--- config.mk ---
export PLATFORM = sky130hd
export DESIGN_NAME = signed_int_to_decimal_ascii
export DESIGN_NICKNAME = d
export VERILOG_FILES = /design/src/sv/sitda_pkg.sv /design/src/sv/signed_int_to_decimal_ascii.sv /design/src/sv/sitda_bcd_step.sv
export SDC_FILE = /design/constraint.sdc
export NUM_CORES = 1
export LEC_CHECK = 0
export ABC_AREA = 1
export BUFFER_PORTS_ARGS = -buffer_cell sky130_fd_sc_hd__buf_2
export CAP_MARGIN = 40
export CORE_ASPECT_RATIO = 1.25
export CORE_MARGIN = 1.5
export CORE_UTILIZATION = 45
export DETAILED_ROUTE_END_ITERATION = 10
export PLACE_DENSITY = 0.68
export REMOVE_ABC_BUFFERS = 1
export SETUP_SLACK_MARGIN = 0.02
export SKIP_CTS_REPAIR_TIMING = 1
export SYNTH_ARGS = -nofsm -noshare
export SYNTH_HDL_FRONTEND = slang
export SYNTH_SLANG_ARGS = --single-unit
export TNS_END_PERCENT = 30
--- constraint.sdc ---
create_clock -name clk -period 2.61 [get_ports clk]
set_input_delay 0.261 -clock clk [delete_from_list [all_inputs] [get_ports clk]]
set_output_delay 0.261 -clock clk [all_outputs]
set_load 0.02 [all_outputs]
--- src/sv/sitda_pkg.sv ---
// Shared types and constants for the signed integer to decimal ASCII converter.
// Holds the sequencer state type, ASCII codes, BCD adjust constants and sizing helpers.
// No dependencies; compile this file first.
package sitda_pkg;

	// Default width of the signed input value.
	localparam int unsigned VALUE_BITS_DEF = 32;

	// ASCII codes that the converter emits.
	localparam logic [7:0] ASCII_ZERO  = 8'h30;
	localparam logic [7:0] ASCII_MINUS = 8'h2d;

	// Double dabble adjust: a BCD digit of five or more gets three added before a shift.
	localparam logic [3:0] BCD_ADJ_MIN = 4'd5;
	localparam logic [3:0] BCD_ADJ_ADD = 4'd3;

	// Sequencer states.
	typedef enum logic [2:0] {
		ST_IDLE,
		ST_CONVERT,
		ST_SKIP,
		ST_SIGN,
		ST_EMIT
	} state_t;

	// Number of decimal digits of 2^(bits-1), the largest magnitude. 1233/4096 is log10(2).
	function automatic int unsigned digit_count(input int unsigned bits);
		return (((bits - 1) * 1233) >> 12) + 1;
	endfunction

endpackage

--- src/sv/signed_int_to_decimal_ascii.sv ---
// An item keeps the sequencer busy through the convert, skip, optional sign and emit
// states; busy is high while it is not idle, and a new item is taken only in idle.
// The double dabble loop takes one input bit per cycle, then leading zeros drop one
// digit per cycle and the characters leave one per cycle, each registered.
// The receiver cannot stall.
// Reset (arst_n low, asynchronous) returns the sequencer to idle and clears strobe.
module signed_int_to_decimal_ascii #(
	parameter int unsigned VALUE_BITS = sitda_pkg::VALUE_BITS_DEF
) (
	input  logic                         clk,
	input  logic                         arst_n,
	input  logic                         start,
	output logic                         busy,
	input  logic signed [VALUE_BITS-1:0] value,
	output logic                         strobe,
	output logic [7:0]                   character,
	output logic                         last
);

	localparam int unsigned NDIG = sitda_pkg::digit_count(VALUE_BITS);
	localparam int unsigned BW   = NDIG * 4;
	localparam int unsigned BCW  = $clog2(VALUE_BITS + 1);
	localparam int unsigned DCW  = $clog2(NDIG + 1);

	sitda_pkg::state_t state_q, state_d;

	logic [VALUE_BITS-1:0] mag_q;
	logic                  neg_q;
	logic [BW-1:0]         bcd_q;
	logic [BW-1:0]         bcd_step;
	logic [BCW-1:0]        bit_cnt_q;
	logic [DCW-1:0]        dig_cnt_q;
	logic [VALUE_BITS-1:0] uvalue;
	logic [VALUE_BITS-1:0] mag_in;
	logic [3:0]            top_digit;
	logic                  accept;
	logic                  do_load, do_convert, do_shift;
	logic                  strobe_d, last_d, strobe_q, last_q;
	logic [7:0]            char_d, char_q;

	assign accept    = start && !busy;
	assign busy      = (state_q != sitda_pkg::ST_IDLE);
	assign uvalue    = $unsigned(value);
	assign top_digit = bcd_q[BW-1 -: 4];

	// Magnitude of the input; the most negative value yields 2^(VALUE_BITS-1) exactly.
	assign mag_in = uvalue[VALUE_BITS-1] ? (~uvalue + VALUE_BITS'(1)) : uvalue;

	// Shared double dabble unit.
	sitda_bcd_step #(
		.NDIG (NDIG)
	) u_step (
		.bcd_in  (bcd_q),
		.bit_in  (mag_q[VALUE_BITS-1]),
		.bcd_out (bcd_step)
	);

	// Sequencer state register.
	always_ff @(posedge clk or negedge arst_n) begin
		if (!arst_n) begin
			state_q  <= sitda_pkg::ST_IDLE;
			strobe_q <= 1'b0;
		end else begin
			state_q  <= state_d;
			strobe_q <= strobe_d;
		end
	end

	// Next state, datapath controls and the next result.
	always_comb begin
		state_d    = state_q;
		do_load    = 1'b0;
		do_convert = 1'b0;
		do_shift   = 1'b0;
		strobe_d   = 1'b0;
		last_d     = 1'b0;
		char_d     = sitda_pkg::ASCII_ZERO + {4'h0, top_digit};
		unique case (state_q)
			sitda_pkg::ST_IDLE: begin
				if (start) begin
					do_load = 1'b1;
					state_d = sitda_pkg::ST_CONVERT;
				end
			end
			sitda_pkg::ST_CONVERT: begin
				do_convert = 1'b1;
				if (bit_cnt_q == BCW'(1)) begin
					state_d = sitda_pkg::ST_SKIP;
				end
			end
			sitda_pkg::ST_SKIP: begin
				// Drop leading zero digits, keeping at least one digit.
				if (top_digit == 4'h0 && dig_cnt_q != DCW'(1)) begin
					do_shift = 1'b1;
				end else if (neg_q) begin
					state_d = sitda_pkg::ST_SIGN;
				end else begin
					state_d = sitda_pkg::ST_EMIT;
				end
			end
			sitda_pkg::ST_SIGN: begin
				strobe_d = 1'b1;
				char_d   = sitda_pkg::ASCII_MINUS;
				state_d  = sitda_pkg::ST_EMIT;
			end
			sitda_pkg::ST_EMIT: begin
				strobe_d = 1'b1;
				do_shift = 1'b1;
				if (dig_cnt_q == DCW'(1)) begin
					last_d  = 1'b1;
					state_d = sitda_pkg::ST_IDLE;
				end
			end
			default: begin
				state_d = sitda_pkg::ST_IDLE;
			end
		endcase
	end

	// Control counters.
	always_ff @(posedge clk or negedge arst_n) begin
		if (!arst_n) begin
			bit_cnt_q <= '0;
			dig_cnt_q <= '0;
		end else begin
			if (do_load) begin
				bit_cnt_q <= BCW'(VALUE_BITS);
				dig_cnt_q <= DCW'(NDIG);
			end else begin
				if (do_convert) begin
					bit_cnt_q <= bit_cnt_q - BCW'(1);
				end
				if (do_shift) begin
					dig_cnt_q <= dig_cnt_q - DCW'(1);
				end
			end
		end
	end

	// Datapath: magnitude shifter, BCD digits and the result register.
	always_ff @(posedge clk) begin
		if (do_load) begin
			mag_q <= mag_in;
			neg_q <= uvalue[VALUE_BITS-1];
			bcd_q <= '0;
		end else if (do_convert) begin
			mag_q <= {mag_q[VALUE_BITS-2:0], 1'b0};
			bcd_q <= bcd_step;
		end else if (do_shift) begin
			bcd_q <= {bcd_q[BW-5:0], 4'h0};
		end
		char_q <= char_d;
		last_q <= last_d;
	end

	assign strobe    = strobe_q;
	assign character = char_q;
	assign last      = last_q;

	// An accepted item keeps the block busy on the next cycle.
	assert property (@(posedge clk) disable iff (!arst_n)
		accept |=> busy)
		else $error("block not busy after accepting an item");

	// The final character of a number is never followed at once by another one.
	assert property (@(posedge clk) disable iff (!arst_n)
		(strobe && last) |=> !strobe)
		else $error("character emitted right after the final one");

	// Every character is a minus sign or a decimal digit.
	assert property (@(posedge clk) disable iff (!arst_n)
		strobe |-> (character == sitda_pkg::ASCII_MINUS) ||
			((character >= sitda_pkg::ASCII_ZERO) &&
			(character <= sitda_pkg::ASCII_ZERO + 8'd9)))
		else $error("character is neither a digit nor a minus sign");

	// A minus sign is never the final character.
	assert property (@(posedge clk) disable iff (!arst_n)
		(strobe && character == sitda_pkg::ASCII_MINUS) |-> !last)
		else $error("minus sign flagged as the final character");

	// The digit counter never runs out while digits are still being emitted.
	assert property (@(posedge clk) disable iff (!arst_n)
		(state_q == sitda_pkg::ST_EMIT) |-> (dig_cnt_q != '0))
		else $error("digit counter empty during emission");

endmodule

--- src/sv/sitda_bcd_step.sv ---
// One double dabble step: adjusts every BCD digit and shifts in one binary bit.
// This is the shared arithmetic unit that the converter uses once per cycle in its convert state.
// Depends on sitda_pkg.
module sitda_bcd_step #(
	parameter int unsigned NDIG = 10
) (
	input  logic [NDIG*4-1:0] bcd_in,
	input  logic              bit_in,
	output logic [NDIG*4-1:0] bcd_out
);

	logic [NDIG*4-1:0] adj;

	// Each digit is adjusted on its own, so the digits work in parallel.
	always_comb begin
		for (int i = 0; i < NDIG; i++) begin
			if (bcd_in[i*4 +: 4] >= sitda_pkg::BCD_ADJ_MIN) begin
				adj[i*4 +: 4] = bcd_in[i*4 +: 4] + sitda_pkg::BCD_ADJ_ADD;
			end else begin
				adj[i*4 +: 4] = bcd_in[i*4 +: 4];
			end
		end
	end

	// Shift the adjusted digits left by one bit and bring in the next binary bit.
	assign bcd_out = {adj[NDIG*4-2:0], bit_in};

endmodule
# Yosys cells after proc, flatten, opt, wreduce, memory -nomap -nowiden
# Cells that the tools add are included.
totals:
  register_bits: 96
  in_bits: 35
  out_inout_bits: 11
  elab_cells: 86
op_classes:
  add_sub_neg: 14
  n_lt_le_gt_ge: 10
  eq_ne: 11
  muxes: 32
  n_bitwise: 1
  n_reduce_logical: 9
ops:
  columns: ["cell", "n"]
  rows:
  - ["$mux W32", 3]
  - ["$mux W40", 2]
  - ["$mux W4", 11]
  - ["$ge A4 B3 Y1 const B", 10]
  - ["$add A4 B2 Y4 const B", 9]
  - ["$add A32 B1 Y32 const B", 1]
  - ["$not A32 Y32", 1]
  - ["$mux W3", 6]
  - ["$pmux W3 S5", 1]
  - ["$mux W6", 2]
  - ["$ne A2 B2 Y1 const B", 4]
  - ["$add A6 B4 Y7 const A", 1]
  - ["$eq A3 B2 Y1 const B", 2]
  - ["$eq A6 B1 Y1 const B", 1]
  - ["$mux W1", 6]
  - ["$reduce_bool A2 Y1", 3]
  - ["$sub A6 B1 Y6 const B", 1]
  - ["$eq A4 B1 Y1 const B", 1]
  - ["$logic_not A4 Y1", 1]
  - ["$ne A4 B1 Y1 const B", 1]
  - ["$reduce_and A4 Y1", 1]
  - ["$sub A4 B1 Y4 const B", 1]
  - ["$add A3 B2 Y3 const B", 1]
  - ["$eq A3 B1 Y1 const B", 1]
  - ["6 further kinds", 6]

# Logic depth before layout (Yosys ltp)
logic_depth:
  depth_word: 6
  mapped_depth: 11
  ltp_nobuf: 11

# By module
# A second synthesis with hierarchy kept.
unflattened:
  hier_cells: 928
  area_unflattened_um2: 6306.0
modules_own_cells:
  columns: ["module", "instances", "cells_per_inst", "area_per_inst_um2", "seq_area_each_um2"]
  rows:
  - ["signed_int_to_decimal_ascii", 1, 716, 5165.0, 2262.2]
  - ["sitda_bcd_step", 1, 212, 1141.1, 0.0]

# Worst setup path before layout
# No wires, ideal clock.
synth_timing:
  kind: "flip-flop to flip-flop"
  start: "register state_q[2]"
  end: "register mag_q[0] (enable)"
  arrival_ps: 1683
  required_ps: 2223
  setup_slack_ps: 540
  stages_incl_launch_ff: 7
  path_buffers: 1
  period_less_slack_ps: 2070
  cell_sequence: "dfrtp_1 -> nor2_2 -> nand2_2 -> inv_2 -> buf_2 -> nor2_1 -> inv_1"
synth_via:
  elab_chain_len: 3
  word_cells_on_any_way: 5
  classes_between: "1 x eq/ne; 2 x mux; 2 x reduce/logical"
synth_rtl:
  columns: ["element", "line", "source"]
  rows:
  - ["from (decl)", "signed_int_to_decimal_ascii.sv:25", "sitda_pkg::state_t state_q, state_d;"]
  - ["from (signal assigned)", "signed_int_to_decimal_ascii.sv:61", "state_q <= sitda_pkg::ST_IDLE;"]
  - ["from (signal assigned)", "signed_int_to_decimal_ascii.sv:64", "state_q <= state_d;"]
  - ["$eq A3 B1 Y1 or $logic_not A3 Y1 (tied branches)", "signed_int_to_decimal_ascii.sv:78", "unique case (state_q)"]
  - ["$mux W1", "signed_int_to_decimal_ascii.sv:78", null]
  - ["$reduce_bool A2 Y1 (no source line) *", null, null]
  - ["to (signal assigned)", "signed_int_to_decimal_ascii.sv:143", "mag_q <= mag_in;"]
  - ["to (signal assigned)", "signed_int_to_decimal_ascii.sv:147", "mag_q <= {mag_q[VALUE_BITS-2:0], 1'b0};"]
  - ["to (decl)", "signed_int_to_decimal_ascii.sv:27", "logic [VALUE_BITS-1:0] mag_q;"]
# Mark *: on every way between the ends. The rest lies on a longest branch, timed or not.
# A chain may end at the register's enable or synchronous reset.

# Final worst setup path
layout_timing:
  start: "register state_q[1]"
  end: "register mag_q[13] (enable)"
# The elaborated chain is that of the path after synthesis.

==> flow_summary.toml <==
[status]
status = "finished clean"

[setup_path]
crit_arrival_ns = 1.96
critical_path_required_ns = 2.63
critPathCaptureType = "register"
start_kind = "register"
crit_slowest_cell = "dfrtp_1"
critPathMaxStageDelay_ns = 0.44
critPathKind = "reg2reg"
crit_path_cell_trace = "nor2_2, nand3_2, inv_1, nor2_1, inv_1, buf_4"
worstPathMaxFanout = 23
rr_worst_depth = 6
cp_common_cell = "inv_1"

[layout]
layout-drive-gt1-share_pct = 10.1
fin_nets = 911
layout.cells.non_filler = 1023
fillers = 1266
area_growth_pct = 10.2
antennaDiodeCount = 0

[floorplanning]
die_w_um = 105
boundaryPins = 46
initial_utilization_pct = 46.2
die_area_sq_mm = 0.0138
die_h_um = 131
core_area_sq_mm = 0.0127
fp-row-count = 46

[yosys]
synth_cell_types = 40
syn_area_per_cell_sq_um = 7.16
synthCells = 821
synth_edf_count = 33
synthFlopType = "dfxtp_1"
ys_async_sr_fraction_pct = 15.1
ys_ff_latch = 93
netlist_area_sq_mm = 0.00587
yosysWarnings = 0
yosysSeqAreaShare_pct = 38.5

[routing]
viasPerCell = 5.08
initialDrtViolationCount = 265
wl_mm = 12.8
avgRoutedWirePerCell_um = 12.5
first_pass_iters = 5
ant_nets = 0
post-route-drc-count = 0
vias = 5195

[pwr]
power_uw = 8370
p_clk_share_pct = 16.5
p_leak_uw = 0.00298
p_sw_share_pct = 44.6
power_density_mw_per_mm2 = 1290
p_int_uw = 4640
p_seq_share_pct = 34.7
comb_power_share_pct = 48.8
vdd_ir_drop_max_mv = 0.586
p_sw_uw = 3730

[global_route]
grt_max_degree = 73
grt_first_pass_wirelength_mm = 22.1
grt_overflow = 0
antenna_found_initial = 0
grt_pass1_vias = 4874
gr-usage-all-layers_pct = 19.7

[place]
dp_cells = 1006
gp_congestion = 0.862
dp_hpwl_mm = 9.09
port_buffers = 42

[cts]
cts.sink_count = 93
cts_tree = "yes"
cts_max_level = 3
clk_latency_ns = 0.35
cts_root_buf = "clkbuf_16"
clk_pin_slew_ns = 0.07
cts_buffers = 9
clockBufferDepth = 2

[sta]
slew_headroom_pct = 57.8
period_needed_ns = 1.94
final_hold_viol_count = 0
max_freq_mhz = 516
slew_violations = 0
post-route-period-util_pct = 74.3
rsz0062_at_grt = "false"
tightest_slew_ns = 0.631
setup_viol = 0
finClkSkew_ns = 0.00801

[worst_hold_path]
holdPathStages = 3
worst_hold_path_type = "in2reg"

[job]
max_cap_violations = 0
path summary, 6_finish.rpt:
path	endpoint	slack [ns]	startpoint
min in group asynchronous	state_q[1]	0.34	arst_n
setup reg to reg	mag_q[13]	0.67	state_q[1]
hold reg to reg	bcd_q[0]	0.48	mag_q[31]
hold / removal	mag_q[0]	0.26	value[0]
max in group asynchronous	dig_cnt_q[0]	2.02	arst_n
setup / recovery	mag_q[13]	0.67	state_q[1]
cells in the mapped netlist, types with 5 or more instances:
cell	instances	area, sq um
clkbuf_1	5	18.8
buf_2	16	80.1
xor2_1	12	105
nor2_1	93	349
o21ai_0	117	586
inv_1	91	342
a21oi_1	52	260
dfrtp_1	14	350
a31oi_1	6	37.5
nand3_1	70	350
ha_1	26	325
nand2_1	172	646
nand4_1	10	62.6
edfxtp_1	33	991
xnor2_1	5	43.8
dfxtp_1	46	921
registers in the layout (all words and copies together) (netlist names):
signal,cells
bcd_q,40
neg_q,1
character,5
mag_q,32
strobe,1
state_q,3
last,1
bit_cnt_q,6
dig_cnt_q,4
stage by stage:
| step | setup slack, ns | hold WS (ns) | setup TNS [ns] | util, % | area, sq um |
|---|---|---|---|---|---|
| 3_5_place_dp | 0.704 | 0.181 | 0 | 48.3 | 6150 |
| 4_1_cts | 0.666 | -0.192 | 0 | 50.8 | 6460 |
| 3_3_place_gp | 0.748 | 0.181 | 0 | 48.3 | 6150 |
| 6_report | 0.671 | 0.257 | 0 | 50.9 | 6470 |
| 2_1_floorplan | -1.39 | -0.0346 | -58.32 | - | 5660 |
| 5_1_grt | 0.434 | 0.303 | 0 | 50.9 | 6470 |
cell usage in the layout (no fill, tap or decap), types with 3 or more instances in the layout:
master     synthesis  layout
nand2_1          172     172
o21ai_0          117     117
nor2_1            93      93
inv_1             91      91
nand3_1           70      69
a21oi_1           52      52
dfxtp_1           46      46
buf_2             16      42
edfxtp_1          33      33
ha_1              26      26
dfrtp_1           14      14
xor2_1            12      12
nand4_1           10      10
clkbuf_16          0      10
a31oi_1            6       6
buf_4              4       6
xnor2_1            5       5
nand3_2            4       5
nor2_2             4       4
nand2_2            4       4
o21ai_1            3       3
inv_2              3       3
o31ai_1            3       3
a22oi_1            3       3
conb_1             2       3
cell families (layout without fill, tap and decap cells):
family / count (synthesis) / count (layout) / synth area share, %
AOI/OAI and AO/OA: 188 / 188 / 16.6
and+or+nand+nor: 368 / 368 / 26.9
adders and majority gates: 26 / 26 / 5.54
DFF: 93 / 93 / 38.5
other: 2 / 3 / 0.128
xor gates and xnor gates: 17 / 17 / 2.53
buffers and inverters: 127 / 160 / 9.80
area by class of cell:
class / instances / area [sq um] / share of cell area (%)
clock buffers: 10 / 250 / 3.87
inverters: 94 / 353 / 5.45
multi-input cells: 602 / 3050 / 47.1
flip-flops and latches: 93 / 2260 / 35.0
well taps: 168 / 210 / 3.25
clock inverters: 6 / 66.3 / 1.02
repair buffers: 50 / 285 / 4.41
routing by layer:
metal | vias up | routed length, um | share of wire [%] | global-route usage (%)
met5 | - | 0 | 0 | 0
met1 | 2301 | 5840 | 46 | 24.4
li1 | 2763 | - | - | -
met4 | 0 | 249 | 2.0 | 7.66
met2 | 112 | 6200 | 49 | 35.2
met3 | 19 | 484 | 3.8 | 2.48
power by group through the flow:
stage,combinational [uW],clock [uW],sequential (uW)
global route,4810,1460,3010
global placement,4050,0,2920
finish,4080,1380,2910
detailed placement,4090,0,2940
CTS,4120,1410,2910
floorplan,3030,0,2860
worst max-delay path: cells and delay by family (launching register included):
family | cells | cell delay, ns
buffers and inverters | 3 | 0.58
DFF | 1 | 0.44
and+or+nand+nor | 3 | 0.58
Power figures use the tool's default switching activity.
